===== src/rtl/attitude_torque_law_core_defines.svh =====
// assertion macros for the attitude torque law core
// no dependencies
`ifndef ATTITUDE_TORQUE_LAW_CORE_DEFINES_SVH
`define ATTITUDE_TORQUE_LAW_CORE_DEFINES_SVH
`ifndef ASSERT_OFF
`define ATL_ASSERT(label, clk, rst_n, prop, msg) \
    label: assert property (@(posedge clk) disable iff (!rst_n) prop) else $error(msg);
`define ATL_ASSERT_NR(label, clk, prop, msg) \
    label: assert property (@(posedge clk) prop) else $error(msg);
`else
`define ATL_ASSERT(label, clk, rst_n, prop, msg)
`define ATL_ASSERT_NR(label, clk, prop, msg)
`endif
`endif


===== src/rtl/atl_pkg.sv =====
// shared types, constants and helpers for the attitude torque law core
// no dependencies
package atl_pkg;

    localparam int CFG_IDX_W  = 3;
    localparam int CFG_DATA_W = 64;

    typedef enum logic [CFG_IDX_W-1:0] {
        REG_TARGET_QUAT   = 3'd0,
        REG_TARGET_RATE   = 3'd1,
        REG_INERTIA_ROW0  = 3'd2,
        REG_INERTIA_ROW1  = 3'd3,
        REG_INERTIA_ROW2  = 3'd4,
        REG_RATE_GAIN     = 3'd5,
        REG_ATTITUDE_GAIN = 3'd6,
        REG_TORQUE_LIMIT  = 3'd7
    } cfg_reg_t;

    localparam logic [63:0] TARGET_QUAT_RST = 64'h7FFF_0000_0000_0000;
    localparam logic [15:0] RATE_GAIN_RST   = 16'd3277;
    localparam logic [15:0] ATT_GAIN_RST    = 16'd328;
    localparam logic [30:0] TORQUE_LIM_RST  = 31'd1073742;

    // magnitude root and quotient width
    localparam int ROOT_W = 33;
    localparam int QUO_W  = 62;

    typedef struct packed {
        logic signed [23:0] rate_x;
        logic signed [23:0] rate_y;
        logic signed [23:0] rate_z;
        logic signed [15:0] quat_w;
        logic signed [15:0] quat_x;
        logic signed [15:0] quat_y;
        logic signed [15:0] quat_z;
    } in_item_t;

    typedef struct packed {
        logic signed [31:0] torque_x;
        logic signed [31:0] torque_y;
        logic signed [31:0] torque_z;
        logic               limited;
    } out_item_t;

    typedef struct packed {
        logic [63:0] target_quat;
        logic [62:0] target_rate;
        logic [62:0] inertia_row0;
        logic [62:0] inertia_row1;
        logic [62:0] inertia_row2;
        logic [15:0] rate_gain;
        logic [15:0] attitude_gain;
        logic [30:0] torque_limit;
    } cfg_t;

    // per-stage handshake control
    typedef struct packed {
        logic valid;
        logic advance;
    } stage_ctl_t;

    function automatic logic signed [20:0] fld21(input logic [62:0] r, input int idx);
        fld21 = r[62 - 21*idx -: 21];
    endfunction

    function automatic logic signed [127:0] rnd_sh(input logic signed [127:0] v,
                                                   input int n);
        rnd_sh = (v + (128'sd1 <<< (n - 1))) >>> n;
    endfunction

endpackage


===== src/rtl/atl_cfg_regs.sv =====
// configuration register file for the attitude torque law core
// depends on atl_pkg
module atl_cfg_regs
    import atl_pkg::*;
(
    input  logic                  clk,
    input  logic                  rst_n,
    input  logic                  cfg_we,
    input  logic [CFG_IDX_W-1:0]  cfg_index,
    input  logic [CFG_DATA_W-1:0] cfg_data,
    output cfg_t                  cfg
);
    cfg_t cfg_reg;

    always_ff @(posedge clk or negedge rst_n)
    begin
        if (!rst_n)
        begin
            cfg_reg <= '{TARGET_QUAT_RST, 63'd0, 63'd0, 63'd0, 63'd0,
                         RATE_GAIN_RST, ATT_GAIN_RST, TORQUE_LIM_RST};
        end
        else if (cfg_we)
        begin
            case (cfg_reg_t'(cfg_index))
                REG_TARGET_QUAT:   cfg_reg.target_quat   <= cfg_data;
                REG_TARGET_RATE:   cfg_reg.target_rate   <= cfg_data[62:0];
                REG_INERTIA_ROW0:  cfg_reg.inertia_row0  <= cfg_data[62:0];
                REG_INERTIA_ROW1:  cfg_reg.inertia_row1  <= cfg_data[62:0];
                REG_INERTIA_ROW2:  cfg_reg.inertia_row2  <= cfg_data[62:0];
                REG_RATE_GAIN:     cfg_reg.rate_gain     <= cfg_data[15:0];
                REG_ATTITUDE_GAIN: cfg_reg.attitude_gain <= cfg_data[15:0];
                REG_TORQUE_LIMIT:  cfg_reg.torque_limit  <= cfg_data[30:0];
                default: ;
            endcase
        end
    end

    assign cfg = cfg_reg;
endmodule


===== config.mk =====
export PLATFORM = sky130hd
export DESIGN_NAME = atl_cfg_regs
export DESIGN_NICKNAME = d
export VERILOG_FILES = /design/src/rtl/attitude_torque_law_core_defines.svh /design/src/rtl/atl_pkg.sv /design/src/rtl/atl_cfg_regs.sv
export SDC_FILE = /design/constraint.sdc
export NUM_CORES = 1
export LEC_CHECK = 0
export BUFFER_PORTS_ARGS = -buffer_cell sky130_fd_sc_hd__buf_2
export CAP_MARGIN = 20
export CORE_MARGIN = 5
export CORE_UTILIZATION = 45
export CTS_CLUSTER_DIAMETER = 120
export DETAILED_ROUTE_END_ITERATION = 6
export PLACE_DENSITY_LB_ADDON = 0.25
export SLEW_MARGIN = 15
export SYNTH_ARGS = -nofsm -noshare
export SYNTH_HDL_FRONTEND = slang
export SYNTH_SLANG_ARGS = --single-unit

===== constraint.sdc =====
create_clock -name clk -period 0.8 [get_ports clk]
set_input_delay 0.12 -clock clk [delete_from_list [all_inputs] [get_ports clk]]
set_output_delay 0.12 -clock clk [all_outputs]
set_load 0.01 [all_outputs]

After elaboration in Yosys (flattened, before gate mapping) --
Index checks and enable logic that the tools add are counted.
Operators by class: eq/ne operators 7, reduce and logical (&&, ||, !) cells 9
Operators by type and width (count):
- AND reduction 2 bit | 8
- equality test 3 bit, second input constant | 4
- equality test 3 x 2 -> 1 bit, second input constant | 2
- equality test 3 x 1 -> 1 bit, second input constant | 1
- zero test 3 bit | 1
Word-level totals: register bits after elaboration 379, bits of input ports 70, output and inout port bits 379

Logic depth before layout (Yosys ltp) --
word-level depth 2, depth in mapped cells 5, mapped depth without buffers 2

Worst setup path before layout --
No wires, ideal clock.
kind input-to-reg, start input port cfg_index[2], end register cfg_reg (netlist bit cfg[191]), path slack -529 ps, setup time 125 ps, arrival 1204 ps, path buffers 3, stages on the path 5, cells stage by stage buf_4 nor4bb_4 buf_6 buf_12 mux2_4
Between the ends: cells in the longest elaborated chain, start to end 2
RTL lines:
- start, declared | RTL line atl_cfg_regs.sv:9 | input logic [CFG_IDX_W-1:0] cfg_index,
- equality test 3 x 2 -> 1 bit | RTL line atl_cfg_regs.sv:24 | case (cfg_reg_t'(cfg_index))
- AND reduction 2 bit (no source line)
- end signal, assigned | RTL line atl_cfg_regs.sv:19 | cfg_reg <= '{TARGET_QUAT_RST, 63'd0, 63'd0, 63'd0, 63'd0,
- end, declared | RTL line atl_cfg_regs.sv:13 | cfg_t cfg_reg;
Every way passes these cells. A chain may end at the register's enable or synchronous reset.

Worst setup path after layout --
start register cfg_reg (netlist bit cfg[222]), end output port cfg[222] (netlist name)
RTL lines:
- end, declared | RTL line atl_cfg_regs.sv:11 | output cfg_t cfg
No word-level cell between the ends.

==> out/summary.txt <==
Top cells by area, synth - dfrtp_1 57%, mux2_4 18%, mux2_2 11%
Power density over the cells - 2710 nW/um^2
Register area share after synthesis - 0.625
Clock sink total - 379
Number of global-route vias before repair - 11900
Tcrit/Tclk final - 1.69
Max Slew Vio Count - 0
Largest net degree at the start of global routing - 42
Critical path's largest stage delay - 420 ps
Critical Path AT - 1230 ps
Clk root buf - clkbuf_16
# diodes - 0
Status - finished, violations left
Clk_skew - 0 ps
Simple-Gate Fraction of Synth Area - 0.0100
CTS Buffer Depth - 3
Synth top area share - 0.568
Worst-margin pin slew - 317 ps
Die H - 194 um
Num CTS Buffers - 41
Worst-path clk slew - 60 ps
P&R area growth vs syn - 67.2%
Startpoint types - register
Row cnt - 67
Crit path cell chain - buf_6 -> buf_6
RSZ-0062 raised after global routing - true
Global route total overflow - 0
Worst-Skew Late Latency - 550 ps
Vias - 10800
Post-Syn Nets - 880
Slowest cell on the critical path - dfrtp_1
Detailed Route WL - 54.8 mm
Nets@finish - 1739
Die area - 37700 um^2
Synth cell types - 15
Buffers added on ports - 448
GPL Wtd Cong - 0.771
Setup violators final - 732
Adder-cell share of the synthesized area - 0
Largest family of logic cells by synthesized area - multiplexers
Initial antenna violation count - 0
Layout Cells excl Fill - 2150
Most used cell, CP - buf_6
Core Area - 33400 um^2
Iteration-0 DRC Markers - 453
Routed len/inst - 25.5 um
DRT antenna net count - 0
Drt drc - 0
Critical Path RT - 680 ps
CP top delay family - flip-flops
Mapped Cells - 810
Seq. cell area - 9530 um^2
Area occupied by multi-input gates - 5660 um^2
Max Cap Violations - 0
HP Class - in2reg
Layout cell share with drive strength beyond 1 - 0.748
Compound-Gate Fraction of Synth Area - 0
Post-Syn Area - 15200 um^2
Top Ports - 449
Global-route wire length before repair - 76.3 mm
Peak supply drop - 2.14 mV
Yosys warns - 0
HPWL after detailed placement - 30.0 mm
Leakage - 12.7 nW
Placed Cells - 1743
Filler instances - 1817
Post-synthesis xor/xnor area fraction - 0
Failing checks - negative setup slack
Drt via density - 5.01
Pre-CTS setup slack - -728 ps
Slack of the critical path - -551 ps
Maximum fanout along the worst path - 2
Initial Utilization - 0.456
Worst setup EP type - output port
Max FFs per register - 379
GR Util All Layers - 0.261
Hold Vio Cnt, Final - 0
CTS tree - done
Yosys reg bits - 379
FMAX - 0.740 GHz
Buf/Inv on CP - 2
Period minus WS final - 1350 ps
Mux share of post-synthesis cell area - 0.324
TritonRoute pass-1 iters - 4
Mapped Avg Cell Area - 18.8 um^2
H-tree depth - 2
Critical path class - reg2out
Die Wd - 194 um
Cell taking the most area after synthesis - dfrtp_1
Slew margin rel. - 0.788
metal layers:
metal / up-vias / GRT usage / wire (um)
met3: 110 / 0.0705 / 3300
li1: 4577 / - / -
met1: 5659 / 0.315 / 21500
met5: - / 0 / 0
met4: 0 / 0.0891 / 2030
met2: 419 / 0.453 / 28000
area by class of cell:
| type | instances | share of cell area |
|---|---|---|
| flip-flops and latches | 379 | 0.374 |
| repair buffers | 860 | 0.331 |
| multi-input cells | 387 | 0.222 |
| clock buffers | 68 | 0.0490 |
| well taps | 448 | 0.0220 |
| clock inverters | 8 | 0.00201 |
worst reg2reg max path, stage by stage, from the launching register on:
cell and delay (ps):
dfrtp_1 420, buf_6 130, buf_4 120, mux2_4 260
what timing repair did:
item | 4_1_cts | 5_1_grt
pin swaps | 5 | 6
setup buffers | 192 | 129
hold buffers | 64 | 0
endpoints found under the hold margin | 745 | 0
gates resized for setup | 351 | 249
endpoints found under the setup margin | 710 | 705
cloned | 21 | 7
cells in the mapped netlist, drive strengths merged:
cell type	number
buf	44
mux2	379
nand4b	3
nor4bb	3
nor4b	1
dfrtp	346
nand4	1
dfstp	33
cell usage in the layout, fill, tap and decap left out, types with 3 or more instances in the layout:
cell type / Yosys / final
dfrtp_1: 346 / 346
dfstp_2: 33 / 33
nor4bb_4: 3 / 3
clkbuf_1: 0 / 17
buf_8: 0 / 20
clkinvlp_4: 0 / 3
clkbuf_8: 0 / 8
buf_2: 4 / 238
clkinv_2: 0 / 4
buf_12: 18 / 53
buf_16: 0 / 11
mux2_2: 149 / 50
mux2_4: 180 / 329
dlygate4sd3_1: 0 / 64
buf_6: 20 / 338
clkbuf_16: 0 / 50
buf_4: 2 / 129
metrics by stage:
step	setup TNS [ps]	util	area [um^2]	total power, mW	hold slack [ps]
after CTS	-191660	0.722	24100	65.6	5.75
after global routing	-218780	0.762	25500	71.7	12.9
after global placement	-234180	0.557	18600	40.8	168
after floorplan	-154390	-	15500	33.8	-176
final	-201070	0.762	25500	69.0	38.7
after detailed placement	-245330	0.557	18600	41.1	173
cells by family (layout without fill, tap and decap cells):
| family | count (synthesis) | in the layout |
|---|---|---|
| flip-flops | 379 | 379 |
| multiplexers | 379 | 379 |
| AND/OR/NAND/NOR | 8 | 8 |
| buffers and inverters | 44 | 936 |
power by group:
part           switching, mW  internal (mW)  total [mW]
registers               3.36           23.7        27.1
logic                   8.40           15.0        23.4
clock network           7.80           10.7        18.5
total                   19.6           49.4        69.0
path summary, 6_finish.rpt:
kind	start	slack, ps	endpoint	cells past startpoint
max	cfg[222]$_DFFE_PN0P_	-550	cfg[222]	2
min	cfg_data[1]	40	cfg[127]$_DFFE_PN0P_	2
max reg2reg	cfg[222]$_DFFE_PN0P_	-250	cfg[222]$_DFFE_PN0P_	3
min reg2reg	cfg[22]$_DFFE_PN0P_	500	cfg[22]$_DFFE_PN0P_	1
max in group asynchronous	rst_n	180	cfg[20]$_DFFE_PN1P_	4
min in group asynchronous	rst_n	190	cfg[38]$_DFFE_PN0P_	3
Note: power is estimated with default switching activity, not from simulation.
